File: src/hw/rtl/clut_pkg.sv
// Shared constants, types and anchor tables for the colormap entry generator.
package clut_pkg;

  // Default width of the table entry index.
  localparam int CLUT_INDEX_BITS = 12;

  // Register indexes of the configuration port.
  localparam logic [1:0] REG_MAP_SELECT  = 2'd0;
  localparam logic [1:0] REG_LUT_ENTRIES = 2'd1;
  localparam logic [1:0] REG_SPLIT_THR   = 2'd2;

  // Map select codes of the gray ramps, and the number of anchor palettes.
  localparam logic [2:0] MAP_GRAY       = 3'd0;
  localparam logic [2:0] MAP_INV_GRAY   = 3'd6;
  localparam logic [2:0] MAP_SPLIT_GRAY = 3'd7;
  localparam logic [2:0] NUM_PALETTES   = 3'd6;

  // Position one in unsigned Q1.16.
  localparam logic [16:0] POS_ONE = 17'd65536;

  // Nine anchors per palette, each as red, green, blue.
  localparam logic [7:0] ANCHOR [0:5][0:8][0:2] = '{
    '{ '{8'd0,8'd0,8'd0}, '{8'd32,8'd32,8'd32}, '{8'd64,8'd64,8'd64},
       '{8'd96,8'd96,8'd96}, '{8'd128,8'd128,8'd128}, '{8'd160,8'd160,8'd160},
       '{8'd192,8'd192,8'd192}, '{8'd224,8'd224,8'd224}, '{8'd255,8'd255,8'd255} },
    '{ '{8'd0,8'd0,8'd0}, '{8'd60,8'd0,8'd0}, '{8'd120,8'd0,8'd0},
       '{8'd200,8'd30,8'd0}, '{8'd255,8'd90,8'd0}, '{8'd255,8'd150,8'd0},
       '{8'd255,8'd210,8'd40}, '{8'd255,8'd245,8'd140}, '{8'd255,8'd255,8'd255} },
    '{ '{8'd68,8'd1,8'd84}, '{8'd70,8'd50,8'd127}, '{8'd54,8'd92,8'd141},
       '{8'd39,8'd127,8'd142}, '{8'd31,8'd161,8'd135}, '{8'd74,8'd194,8'd109},
       '{8'd159,8'd218,8'd58}, '{8'd220,8'd227,8'd42}, '{8'd253,8'd231,8'd37} },
    '{ '{8'd0,8'd0,8'd4}, '{8'd28,8'd16,8'd68}, '{8'd79,8'd18,8'd123},
       '{8'd129,8'd37,8'd129}, '{8'd181,8'd54,8'd122}, '{8'd229,8'd80,8'd100},
       '{8'd251,8'd135,8'd97}, '{8'd254,8'd194,8'd135}, '{8'd252,8'd253,8'd191} },
    '{ '{8'd0,8'd0,8'd4}, '{8'd31,8'd12,8'd72}, '{8'd85,8'd15,8'd109},
       '{8'd136,8'd34,8'd106}, '{8'd186,8'd54,8'd85}, '{8'd227,8'd89,8'd51},
       '{8'd249,8'd140,8'd10}, '{8'd249,8'd201,8'd50}, '{8'd252,8'd255,8'd164} },
    '{ '{8'd0,8'd32,8'd76}, '{8'd0,8'd42,8'd102}, '{8'd47,8'd68,8'd105},
       '{8'd86,8'd91,8'd105}, '{8'd124,8'd114,8'd106}, '{8'd165,8'd139,8'd99},
       '{8'd208,8'd166,8'd84}, '{8'd247,8'd196,8'd64}, '{8'd255,8'd233,8'd69} }
  };

  // Palette data that rides alongside the split-gray divider.
  typedef struct packed {
    logic [2:0][7:0] a;     // lower anchor per channel
    logic [2:0][7:0] b;     // upper anchor per channel
    logic [13:0]     f;     // fraction in the segment, Q1.13, up to 8192
    logic [7:0]      inv;   // inverted gray level
  } pal_sb_t;

endpackage

File: src/hw/rtl/colormap_lut_entry_generator_unit.sv
// Top level of the colormap table entry generator.
//
//  Channel  Direction  Handshake            Payload
//  in_      request    in_valid, in_stall   in_entry_index
//  out_     result     out_valid, out_stall out_red, out_green, out_blue
//  cfg_     write      cfg_we               cfg_index, cfg_wdata
//
// One request enters every cycle while the output is not stalled; a result passes through
// the input register, 17-stage position divider, prep stage, 8-stage split
// divider and two blend stages. Reset clears the valid bits and sets the
// registers to gray, 256 entries and a break at one half. A stall on the
// output freezes the whole pipeline and is passed back as in_stall.
module colormap_lut_entry_generator_unit import clut_pkg::*; #(
  parameter int INDEX_BITS = CLUT_INDEX_BITS
) (
  input  logic                  clk,
  input  logic                  rst_n,
  input  logic                  in_valid,
  output logic                  in_stall,
  input  logic [INDEX_BITS-1:0] in_entry_index,
  output logic                  out_valid,
  input  logic                  out_stall,
  output logic [7:0]            out_red,
  output logic [7:0]            out_green,
  output logic [7:0]            out_blue,
  input  logic                  cfg_we,
  input  logic [1:0]            cfg_index,
  input  logic [16:0]           cfg_wdata
);

  localparam int CMP_W = (INDEX_BITS > 13) ? INDEX_BITS : 13;

  logic [2:0]   map_sel_r;
  logic [12:0]  lut_entries_r;
  logic [16:0]  split_thr_r;
  logic         adv;
  logic [12:0]  last;
  logic [12:0]  idx_sat;
  logic         s0_vld_r;
  logic [12:0]  s0_rem_r;
  logic [16:0]  s0_low_r;
  logic [12:0]  s0_den_r;
  logic         pos_vld;
  logic [16:0]  pos;
  logic         pr_vld;
  logic [17:0]  pr_rem;
  logic [7:0]   pr_low;
  logic [17:0]  pr_den;
  pal_sb_t      pr_sb;
  logic         lum_vld;
  logic [7:0]   lum;
  pal_sb_t      lum_sb;

  // Configuration registers.
  always_ff @(posedge clk) begin
    if (!rst_n) begin
      map_sel_r     <= MAP_GRAY;
      lut_entries_r <= 13'd256;
      split_thr_r   <= 17'd32768;
    end else if (cfg_we) begin
      unique case (cfg_index)
        REG_MAP_SELECT:  map_sel_r     <= cfg_wdata[2:0];
        REG_LUT_ENTRIES: lut_entries_r <= cfg_wdata[12:0];
        REG_SPLIT_THR:   split_thr_r   <= cfg_wdata;
        default: ;
      endcase
    end
  end

  // The whole pipeline moves together unless the output is held.
  assign adv      = !out_valid || !out_stall;
  assign in_stall = !adv;

  // Saturate the index to the last entry.
  assign last    = (lut_entries_r == '0) ? '0 : lut_entries_r - 13'd1;
  assign idx_sat = (CMP_W'(in_entry_index) > CMP_W'(last)) ? last
                                                            : 13'(in_entry_index);

  // Numerator is idx * 65536 + last / 2, split into remainder and low bits.
  always_ff @(posedge clk) begin
    if (!rst_n) begin
      s0_vld_r <= 1'b0;
    end else if (adv) begin
      s0_vld_r <= in_valid;
    end
  end

  always_ff @(posedge clk) begin
    if (adv) begin
      s0_rem_r <= {1'b0, idx_sat[12:1]};
      s0_low_r <= {idx_sat[0], 4'd0, last[12:1]};
      s0_den_r <= (last == '0) ? 13'd1 : last;
    end
  end

  clut_pdiv #(
    .DEN_W  (13),
    .Q_BITS (17),
    .SB_W   (1)
  ) u_pos_div (
    .clk     (clk),
    .rst_n   (rst_n),
    .adv     (adv),
    .in_vld  (s0_vld_r),
    .in_rem  (s0_rem_r),
    .in_low  (s0_low_r),
    .in_den  (s0_den_r),
    .in_sb   (1'b0),
    .out_vld (pos_vld),
    .out_q   (pos),
    .out_sb  ()
  );

  clut_prep u_prep (
    .clk       (clk),
    .rst_n     (rst_n),
    .adv       (adv),
    .in_vld    (pos_vld),
    .in_pos    (pos),
    .map_sel   (map_sel_r),
    .split_thr (split_thr_r),
    .out_vld   (pr_vld),
    .out_rem   (pr_rem),
    .out_low   (pr_low),
    .out_den   (pr_den),
    .out_sb    (pr_sb)
  );

  clut_pdiv #(
    .DEN_W  (18),
    .Q_BITS (8),
    .SB_W   ($bits(pal_sb_t))
  ) u_split_div (
    .clk     (clk),
    .rst_n   (rst_n),
    .adv     (adv),
    .in_vld  (pr_vld),
    .in_rem  (pr_rem),
    .in_low  (pr_low),
    .in_den  (pr_den),
    .in_sb   (pr_sb),
    .out_vld (lum_vld),
    .out_q   (lum),
    .out_sb  (lum_sb)
  );

  clut_blend u_blend (
    .clk       (clk),
    .rst_n     (rst_n),
    .adv       (adv),
    .in_vld    (lum_vld),
    .in_lum    (lum),
    .in_sb     (lum_sb),
    .map_sel   (map_sel_r),
    .out_valid (out_valid),
    .out_red   (out_red),
    .out_green (out_green),
    .out_blue  (out_blue)
  );

endmodule

File: src/hw/rtl/clut_pdiv.sv
// Pipelined restoring divider, one quotient bit per register stage.
module clut_pdiv #(
  parameter int DEN_W  = 13,
  parameter int Q_BITS = 17,
  parameter int SB_W   = 1
) (
  input  logic              clk,
  input  logic              rst_n,
  input  logic              adv,
  input  logic              in_vld,
  input  logic [DEN_W-1:0]  in_rem,
  input  logic [Q_BITS-1:0] in_low,
  input  logic [DEN_W-1:0]  in_den,
  input  logic [SB_W-1:0]   in_sb,
  output logic              out_vld,
  output logic [Q_BITS-1:0] out_q,
  output logic [SB_W-1:0]   out_sb
);

  logic              vld_r [1:Q_BITS];
  logic [DEN_W-1:0]  rem_r [1:Q_BITS];
  logic [DEN_W-1:0]  den_r [1:Q_BITS];
  logic [Q_BITS-1:0] qw_r  [1:Q_BITS];
  logic [SB_W-1:0]   sb_r  [1:Q_BITS];

  // Each stage shifts one numerator bit into the remainder and decides one
  // quotient bit; the quotient fills the word as the numerator leaves it.
  for (genvar k = 1; k <= Q_BITS; k++) begin : g_stg
    logic              s_vld;
    logic [DEN_W-1:0]  s_rem;
    logic [DEN_W-1:0]  s_den;
    logic [Q_BITS-1:0] s_qw;
    logic [SB_W-1:0]   s_sb;
    logic [DEN_W:0]    trial;
    logic [DEN_W:0]    diff;
    logic              take;

    if (k == 1) begin : g_first
      assign s_vld = in_vld;
      assign s_rem = in_rem;
      assign s_den = in_den;
      assign s_qw  = in_low;
      assign s_sb  = in_sb;
    end else begin : g_next
      assign s_vld = vld_r[k-1];
      assign s_rem = rem_r[k-1];
      assign s_den = den_r[k-1];
      assign s_qw  = qw_r[k-1];
      assign s_sb  = sb_r[k-1];
    end

    assign trial = {s_rem, s_qw[Q_BITS-1]};
    assign take  = trial >= {1'b0, s_den};
    assign diff  = trial - {1'b0, s_den};

    always_ff @(posedge clk) begin
      if (!rst_n) begin
        vld_r[k] <= 1'b0;
      end else if (adv) begin
        vld_r[k] <= s_vld;
      end
    end

    always_ff @(posedge clk) begin
      if (adv) begin
        rem_r[k] <= take ? diff[DEN_W-1:0] : trial[DEN_W-1:0];
        qw_r[k]  <= {s_qw[Q_BITS-2:0], take};
        den_r[k] <= s_den;
        sb_r[k]  <= s_sb;
      end
    end
  end

  assign out_vld = vld_r[Q_BITS];
  assign out_q   = qw_r[Q_BITS];
  assign out_sb  = sb_r[Q_BITS];

endmodule

File: src/hw/rtl/clut_prep.sv
// Stage that turns a position into split-gray divider inputs and palette data.
module clut_prep import clut_pkg::*; (
  input  logic        clk,
  input  logic        rst_n,
  input  logic        adv,
  input  logic        in_vld,
  input  logic [16:0] in_pos,
  input  logic [2:0]  map_sel,
  input  logic [16:0] split_thr,
  output logic        out_vld,
  output logic [17:0] out_rem,
  output logic [7:0]  out_low,
  output logic [17:0] out_den,
  output pal_sb_t     out_sb
);

  logic [16:0] brk;
  logic [16:0] gap;
  logic [16:0] span;
  logic [24:0] num255;
  logic [24:0] num2;
  logic [2:0]  seg;
  logic [3:0]  seg_hi;
  logic [2:0]  pal;
  logic [16:0] inv_pos;
  logic [24:0] inv_prod;
  logic [24:0] inv_rnd;
  pal_sb_t     sb_nxt;

  // Split gray: distance from the break and the span it is scaled over.
  assign brk = (split_thr > POS_ONE) ? POS_ONE : split_thr;

  always_comb begin
    if (in_pos >= brk) begin
      if (brk == POS_ONE) begin
        gap  = '0;
        span = 17'd1;
      end else begin
        gap  = in_pos - brk;
        span = POS_ONE - brk;
      end
    end else begin
      gap  = brk - in_pos;
      span = brk;
    end
  end

  // Rounded quotient is (2*d*255 + span) / (2*span).
  assign num255 = {gap, 8'd0} - {8'd0, gap};
  assign num2   = {num255[23:0], 1'b0} + {8'd0, span};

  // Palette segment, fraction and anchors.
  assign seg    = in_pos[16] ? 3'd7 : in_pos[15:13];
  assign seg_hi = {1'b0, seg} + 4'd1;
  assign pal    = (map_sel < NUM_PALETTES) ? map_sel : MAP_GRAY;

  // Inverted gray is a falling ramp with rounding.
  assign inv_pos  = POS_ONE - in_pos;
  assign inv_prod = {inv_pos, 8'd0} - {8'd0, inv_pos};
  assign inv_rnd  = inv_prod + 25'd32768;

  always_comb begin
    for (int c = 0; c < 3; c++) begin
      sb_nxt.a[c] = ANCHOR[pal][seg][c];
      sb_nxt.b[c] = ANCHOR[pal][seg_hi][c];
    end
    sb_nxt.f   = in_pos[16] ? 14'd8192 : {1'b0, in_pos[12:0]};
    sb_nxt.inv = inv_rnd[23:16];
  end

  always_ff @(posedge clk) begin
    if (!rst_n) begin
      out_vld <= 1'b0;
    end else if (adv) begin
      out_vld <= in_vld;
    end
  end

  always_ff @(posedge clk) begin
    if (adv) begin
      out_rem <= {1'b0, num2[24:8]};
      out_low <= num2[7:0];
      out_den <= {span, 1'b0};
      out_sb  <= sb_nxt;
    end
  end

endmodule

File: src/hw/rtl/clut_blend.sv
// Palette interpolation and final color selection, two register stages.
module clut_blend import clut_pkg::*; (
  input  logic       clk,
  input  logic       rst_n,
  input  logic       adv,
  input  logic       in_vld,
  input  logic [7:0] in_lum,
  input  pal_sb_t    in_sb,
  input  logic [2:0] map_sel,
  output logic       out_valid,
  output logic [7:0] out_red,
  output logic [7:0] out_green,
  output logic [7:0] out_blue
);

  logic signed [23:0] acc_nxt [0:2];
  logic signed [23:0] acc_r   [0:2];
  logic               vld_r;
  logic [7:0]         lum_r;
  logic [7:0]         inv_r;
  logic [7:0]         chan   [0:2];

  // Interpolate a + (b - a) * f with a half-step offset for rounding.
  always_comb begin
    logic signed [8:0]  slope;
    logic signed [23:0] prod;
    for (int c = 0; c < 3; c++) begin
      slope      = $signed({1'b0, in_sb.b[c]}) - $signed({1'b0, in_sb.a[c]});
      prod       = 24'(slope * $signed({1'b0, in_sb.f}));
      acc_nxt[c] = $signed({3'd0, in_sb.a[c], 13'd0}) + prod + 24'sd4096;
    end
  end

  always_ff @(posedge clk) begin
    if (!rst_n) begin
      vld_r <= 1'b0;
    end else if (adv) begin
      vld_r <= in_vld;
    end
  end

  always_ff @(posedge clk) begin
    if (adv) begin
      acc_r <= acc_nxt;
      lum_r <= in_lum;
      inv_r <= in_sb.inv;
    end
  end

  // Pick the gray ramps or the interpolated palette.
  always_comb begin
    for (int c = 0; c < 3; c++) begin
      case (map_sel)
        MAP_INV_GRAY:   chan[c] = inv_r;
        MAP_SPLIT_GRAY: chan[c] = lum_r;
        default:        chan[c] = acc_r[c][20:13];
      endcase
    end
  end

  always_ff @(posedge clk) begin
    if (!rst_n) begin
      out_valid <= 1'b0;
    end else if (adv) begin
      out_valid <= vld_r;
    end
  end

  always_ff @(posedge clk) begin
    if (adv) begin
      out_red   <= chan[0];
      out_green <= chan[1];
      out_blue  <= chan[2];
    end
  end

endmodule
File: config.mk
export PLATFORM = sky130hd
export DESIGN_NAME = colormap_lut_entry_generator_unit
export DESIGN_NICKNAME = d
export VERILOG_FILES = /design/src/hw/rtl/clut_pkg.sv /design/src/hw/rtl/colormap_lut_entry_generator_unit.sv /design/src/hw/rtl/clut_pdiv.sv /design/src/hw/rtl/clut_prep.sv /design/src/hw/rtl/clut_blend.sv
export SDC_FILE = /design/constraint.sdc
export NUM_CORES = 2
export LEC_CHECK = 0
export BUFFER_PORTS_ARGS = -buffer_cell sky130_fd_sc_hd__buf_2
export CORE_UTILIZATION = 30
export DETAILED_ROUTE_END_ITERATION = 8
export GPL_ROUTABILITY_DRIVEN = 0
export SKIP_LAST_GASP = 1
export SLEW_MARGIN = 0
export SYNTH_ARGS = -nofsm -noshare
export SYNTH_HDL_FRONTEND = slang
export SYNTH_SLANG_ARGS = --single-unit
File: constraint.sdc
create_clock -name clk -period 75.5 [get_ports clk]
set_input_delay 0 -clock clk [delete_from_list [all_inputs] [get_ports clk]]
set_output_delay 0 -clock clk [all_outputs]
set_load 0.05 [all_outputs]
**Word level (Yosys, flattened, before mapping)**

Memory sizes are Yosys's and may differ from the RTL's. A register that Yosys moved wholly into a read port is not among the register bits.
Cells that the tools add are included.

- Memories: 10
- Bits in registers: 280
- Bits in writable memories: 1,668
- Memory bits (read-only): 1,728

Memory list:

| name | depth | width | read ports | clocked after Yosys merged registers in | wr ports | RTL line | source |
|---|---|---|---|---|---|---|---|
| (no name shown) | 8 | 216 | 1 | 0 | 0 | clut_prep.sv:64 | `sb_nxt.a[c] = ANCHOR[pal][seg][c];` |
| u_split_div.sb_r | 8 | 70 | 8 | 0 | 8 | clut_pdiv.sv:24 | `logic [SB_W-1:0] sb_r [1:Q_BITS];` |
| u_pos_div.qw_r | 17 | 17 | 17 | 0 | 17 | clut_pdiv.sv:23 | `logic [Q_BITS-1:0] qw_r [1:Q_BITS];` |
| u_pos_div.den_r | 17 | 13 | 16 | 0 | 17 | clut_pdiv.sv:22 | `logic [DEN_W-1:0] den_r [1:Q_BITS];` |
| u_pos_div.rem_r | 17 | 13 | 16 | 0 | 17 | clut_pdiv.sv:21 | `logic [DEN_W-1:0] rem_r [1:Q_BITS];` |
| u_split_div.den_r | 8 | 18 | 7 | 0 | 8 | clut_pdiv.sv:22 |  |
| +4 memories | n/a | n/a | n/a | n/a | n/a | n/a |  |

- Reductions and logical operators: 12
- Bitwise logic cells: 28
- Multipliers: 3
- Multiplexer cells: 76
- $lt $le $gt $ge: 32
- Add/sub/neg operators: 44
- Eq/ne operators: 5

Operators by type and width:

| operator | number |
|---|---|
| 216-bit 2-to-1 mux | 2 |
| 13-bit 2-to-1 mux | 18 |
| 14-bit by 13-bit greater-or-equal comparator with 1-bit output | 16 |
| 13-bit subtractor | 17 |
| 24-bit binary-select mux with 4-bit select | 2 |
| 18-bit 2-to-1 mux | 8 |
| 18-bit subtractor | 8 |
| 19-bit by 18-bit greater-or-equal comparator with 1-bit output | 7 |
| 24-bit 2-to-1 mux | 4 |
| 17-bit 2-to-1 mux | 5 |
| 21-bit by 14-bit adder with 21-bit output (second input constant) | 3 |
| 21-bit adder | 3 |
| 9-bit by 15-bit multiplier with 21-bit output | 3 |
| 8-bit case mux with 2 select lines | 3 |
| 24-bit by 17-bit subtractor with 24-bit output | 2 |
| 17-bit subtractor | 2 |
| 17-bit subtractor (first input constant) | 2 |
| 1-bit 2-to-1 mux | 30 |
| 8-bit by 8-bit subtractor with 9-bit output | 3 |
| 13-bit zero test | 2 |
| 25-bit by 17-bit adder with 25-bit output | 1 |
| 1-bit OR | 25 |
| 24-bit by 16-bit adder with 24-bit output (second input constant) | 1 |
| 18-bit greater-or-equal comparator | 1 |
| 23 further kinds | 32 |

**Depth between registers and ports, before layout**

- Depth in word-level cells: 9
- Depth in mapped cells: 38
- Gate-level depth less buffers: 34

**Hierarchy**

Synthesis repeated with hierarchy kept, for this count alone.

- Cells, all modules: 8,041
- Area, all modules: 100,405.0 sq um

Modules (own cells, without submodules):

| module | area each (sq um) | times used | sequential area each (sq um) | cells an instance |
|---|---|---|---|---|
| clut_pdiv at u_pos_div | 35,201.3 | 1 | 22,191.3 | 2,584 |
| clut_pdiv at u_split_div | 35,116.2 | 1 | 26,545.5 | 2,116 |
| clut_blend | 14,660.3 | 1 | 1,961.9 | 1,518 |
| clut_prep | 12,034.0 | 1 | 3,353.2 | 1,503 |
| colormap_lut_entry_generator_unit | 3,393.3 | 1 | 1,821.7 | 320 |

**Worst setup path after synthesis**

Ideal clock, no wire load.

- Path type: register to register
- Start point: reg u_blend.out_valid
- End point: mem u_pos_div.vld_r[1], data pin
- Clock period less this slack: 52.135 ns
- Data required time: 75.120 ns
- Setup slack: 23.365 ns
- Library setup time: 0.380 ns
- Arrival: 51.755 ns
- Path buffers: 1
- Stages on the path, launching flop included: 4
- Cell sequence: dfxtp_1 nand2_1 clkbuf_1 and3_1

RTL lines:

| item | RTL line | source |
|---|---|---|
| start, declared | clut_blend.sv:10 | `output logic out_valid,` |
| start signal, assigned | clut_blend.sv:65 | `out_valid <= vld_r;` |
| end, declared | clut_pdiv.sv:20 | `logic vld_r [1:Q_BITS];` |

**Worst setup path after layout**

- Start point: reg split_thr_r[0]
- End point: reg u_prep.out_rem[11], data pin

- Word-level cells in the longest chain between the ends: 7

Ends and longest elaborated chain:

| item | RTL line | source |
|---|---|---|
| start, declared | colormap_lut_entry_generator_unit.sv:35 | `logic [16:0] split_thr_r;` |
| start signal, assigned | colormap_lut_entry_generator_unit.sv:64 | `REG_SPLIT_THR: split_thr_r <= cfg_wdata;` |
| 17-bit greater-than comparator | clut_prep.sv:31 | `assign brk = (split_thr > POS_ONE) ? POS_ONE : split_thr;` |
| 17-bit 2-to-1 mux (*) | clut_prep.sv:31 |  |
| 17-bit subtractor or 17-bit == test (tied branches) | clut_prep.sv:39, clut_prep.sv:35 |  |
| 17-bit 2-to-1 mux | clut_prep.sv:35 | `if (brk == POS_ONE) begin` |
| 17-bit 2-to-1 mux | clut_prep.sv:34 | `if (in_pos >= brk) begin` |
| 24-bit by 17-bit subtractor with 24-bit output | clut_prep.sv:49 | `assign num255 = {gap, 8'd0} - {8'd0, gap};` |
| 25-bit by 17-bit adder with 25-bit output (*) | clut_prep.sv:50 | `assign num2 = {num255[23:0], 1'b0} + {8'd0, span};` |
| net u_prep.num2[19] | clut_prep.sv:21 | `logic [24:0] num2;` |
| end signal, assigned | clut_prep.sv:81 | `out_rem <= {1'b0, num2[24:8]};` |
| end, declared | clut_prep.sv:11 | `output logic [17:0] out_rem,` |

The timed path passes the listed nets; every way through them passes the cells marked *.
A chain may end at the register's enable or synchronous reset.

==> metrics.cfg <==
[detailed_routing]
first_iter_violations = 4362
first_pass_iters = 9
drc = 1
route.detailed.wl_per_inst_um = 15.32
vias_per_cell = 4.700
ant_nets = 0
wl_um = 188400
vias = 57810

[worst_setup_path]
slowest_delay_ps = 1050
start_kind = flop
rr_startpoint = split_thr_r[0]
required_ps = 76120
criticalPathCategory = flop to flop
critPathLaunch = split_thr_r[0]
cp_slowest_cell = o41ai_2
r2r_slack_ps = 65650
worstReg2RegEnd = u_prep.out_rem[11]
end_kind = flop
cp_max_fo = 20
cp-endpoint = u_prep.out_rem[11]
critPathArrivalTime_ps = 10470
r2r_cells = 34

[cells_and_area]
stdcell_area_um2 = 107600
register_area_um2 = 54640
final_cells = 12300
drive_above_1_share = 0.06561
synthToLayoutAreaGrowth_pct = 13.38
multi_input_area_um2 = 35680
fillers = 30380
fin_nets = 8927

[yosys]
synth_seq_area_share = 0.5758
synth_edf_count = 1795
syn_area_um2 = 94900
avgSynthCellArea_um2 = 12.24
yosys_warnings = 0
yosysTopAreaCell = edfxtp_1
async_flop_share = 0
syn_nets = 8700
synthTopCellsByArea = edfxtp_1 (57%), ha_1 (8.0%), fa_1 (6.4%), inv_1 (4.1%), nand2_1 (2.9%)
synthFlopType = edfxtp_1
ys_types = 104
yosysTopAreaCellShare = 0.5680
ys_seq_elements = 1832
synthCells = 7754

[clock_network]
cts_buffer_depth = 4
cts_resized = 0
cts_root_buf = clkbuf_16
post-cts-setup-buffer-count = 0
cts_sinks = 1832
holdBufCountCts = 95
cts_tree = done
insertion_delay_ps = 860
htree_levels = 4
clk_pin_slew_worst_paths_ps = 70
cts_buffers = 195

[sta]
hold_viol = 0
clock_skew_ps = 100.0
rsz0062_at_grt = no
timing.fmax_mhz = 101.5
setup_viol = 0
setup_tns_ps = 0
slew_headroom = 0.1667
period_share = 0.1305
layout_min_cycle_time_ps = 9852
worstMarginPinSlew_ps = 1250
finalMaxSlewViolations = 0

[floorplanning]
design.core.area_um2 = 314700
dieArea_um2 = 318600
die_x_um = 564.4
start_util = 0.3016
die_h_um = 564.4
io_pins = 62
rows = 206

[grt]
grt_start_max_net_pins = 182
grt_pass1_vias = 59220
grt.overflow.total = 0
grt_pass1_wl_um = 304600
antenna_found_initial = 1
grtUsageTotal = 0.1167

[status]
violations = DRC
status = complete, but fails checks

[job]
cap_violations = 0

[placed_design]
hpwl_um = 133700
portBuffers = 61
dpl_cell_area_um2 = 100400
place_inst = 11850

[hold_path]
hold_path_class = primary input to flop

worst max-delay path, delay by kind of cell, from the launching register on:
family          cells  cell delay [ps]
compound gates     11             3520
simple gates       12             3360
fa+ha+maj           3              970
buf+inv             4              740
mux                 2              410
flops               1              320
xor+xnor            2              250
cells in the mapped netlist, types with 21 or more instances:
cell      count
a211oi_1     49
a21boi_0     97
a21o_1      129
a21oi_1     366
a221oi_1     23
a31oi_1      25
and2_1      159
and3_1       53
clkbuf_1    199
dfxtp_1      37
edfxtp_1   1795
fa_1        303
ha_1        607
inv_1      1032
mux2_2       45
mux2i_1      40
nand2_1     734
nand2b_1    121
nand3_1      63
nand4_1      75
nor2_1      392
nor2b_1      91
nor3_1       70
nor4_1       22
o211ai_1     28
o21a_1       52
o21ai_0     464
o21bai_1     33
o22ai_1      25
o31ai_1      83
or3_1        21
xnor2_1     216
xor2_1       92
placed cells by master (no fill, tap or decap), types with 40 or more instances in the layout:
| cell type | synthesis | routed |
|---|---|---|
| nand2_1 | 734 | 733 |
| xnor2_1 | 216 | 216 |
| a21o_1 | 129 | 129 |
| buf_4 | 0 | 87 |
| ha_1 | 607 | 607 |
| nand3_1 | 63 | 63 |
| a21boi_0 | 97 | 97 |
| nor3_1 | 70 | 70 |
| and3_1 | 53 | 53 |
| buf_2 | 3 | 61 |
| clkbuf_16 | 0 | 199 |
| edfxtp_1 | 1795 | 1795 |
| nand4_1 | 75 | 75 |
| clkinv_1 | 3 | 46 |
| mux2_2 | 45 | 45 |
| nand2b_1 | 121 | 121 |
| nor2_1 | 392 | 390 |
| and2_1 | 159 | 159 |
| nor2b_1 | 91 | 91 |
| o21a_1 | 52 | 52 |
| dlygate4sd3_1 | 0 | 95 |
| clkbuf_1 | 199 | 42 |
| o21ai_0 | 464 | 464 |
| fa_1 | 303 | 303 |
| inv_1 | 1032 | 1032 |
| a21oi_1 | 366 | 366 |
| xor2_1 | 92 | 92 |
| mux2i_1 | 40 | 40 |
| o31ai_1 | 83 | 83 |
sequential cells by signal, summed over array words and instances, names as in the netlist, 16 cells and up:
signal	cells
u_split_div.sb_r	560
u_pos_div.qw_r	279
u_pos_div.den_r	208
u_pos_div.rem_r	208
u_split_div.rem_r	126
u_split_div.den_r	113
u_prep.out_sb	70
u_split_div.qw_r	63
u_blend.acc_r	24
split_thr_r	17
u_pos_div.vld_r	17
u_prep.out_rem	17
u_prep.out_den	16
per-layer routing:
layer  GRT usage  share of wire  vias up
li1            -              -    27750
met1      0.1446           0.43    27910
met2      0.2019           0.48     1661
met3     0.02062          0.059      489
met4     0.04469          0.036        0
met5           0              0        -
stage by stage:
step / hold WS [ps] / utilization / setup slack, ps
after detailed placement: 271.5 / 0.3191 / 65970
after CTS: 16.60 / 0.3419 / 65940
after floorplan: 124.1 / - / 23360
final: 55.00 / 0.3419 / 65650
after global placement: 267.3 / 0.3191 / 65990
after global routing: 68.38 / 0.3419 / 65070
cell type report:
type                            count  share of cell area
Tap cell                         4160             0.04837
Inverter                         1035             0.03610
Antenna cell                        2          0.00004651
Clock buffer                      242             0.04787
Clock inverter                    113             0.01010
Sequential cell                  1832              0.5078
Multi-Input combinational cell   4672              0.3316
Timing Repair Buffer              245             0.01812
kinds of logic after synthesis:
group | synth area share
and+or+nand+nor | 0.09245
DFF | 0.5758
AOI/OAI and AO/OA | 0.09909
buffers and inverters | 0.04956
adders and majority gates | 0.1439
xor gates and xnor gates | 0.02889
muxes | 0.01027
other | 0.00003951
worst min path at each step:
| stage | start | endpoint | slack (ps) | cells after the start |
|---|---|---|---|---|
| finish | out_stall | u_blend.vld_r | 60 | 4 |
| floorplan | cfg_wdata[15] | split_thr_r[15] | 120 | 2 |
| global placement | in_valid | s0_vld_r | 270 | 3 |
| detailed placement | in_valid | s0_vld_r | 270 | 3 |
| CTS | out_stall | u_pos_div.den_r[3][4] | 20 | 2 |
| global route | in_entry_index[10] | s0_rem_r[9] | 70 | 3 |
Power is not shown: default switching activity piles up to over one toggle a cycle in this logic, so the estimate is an artifact.
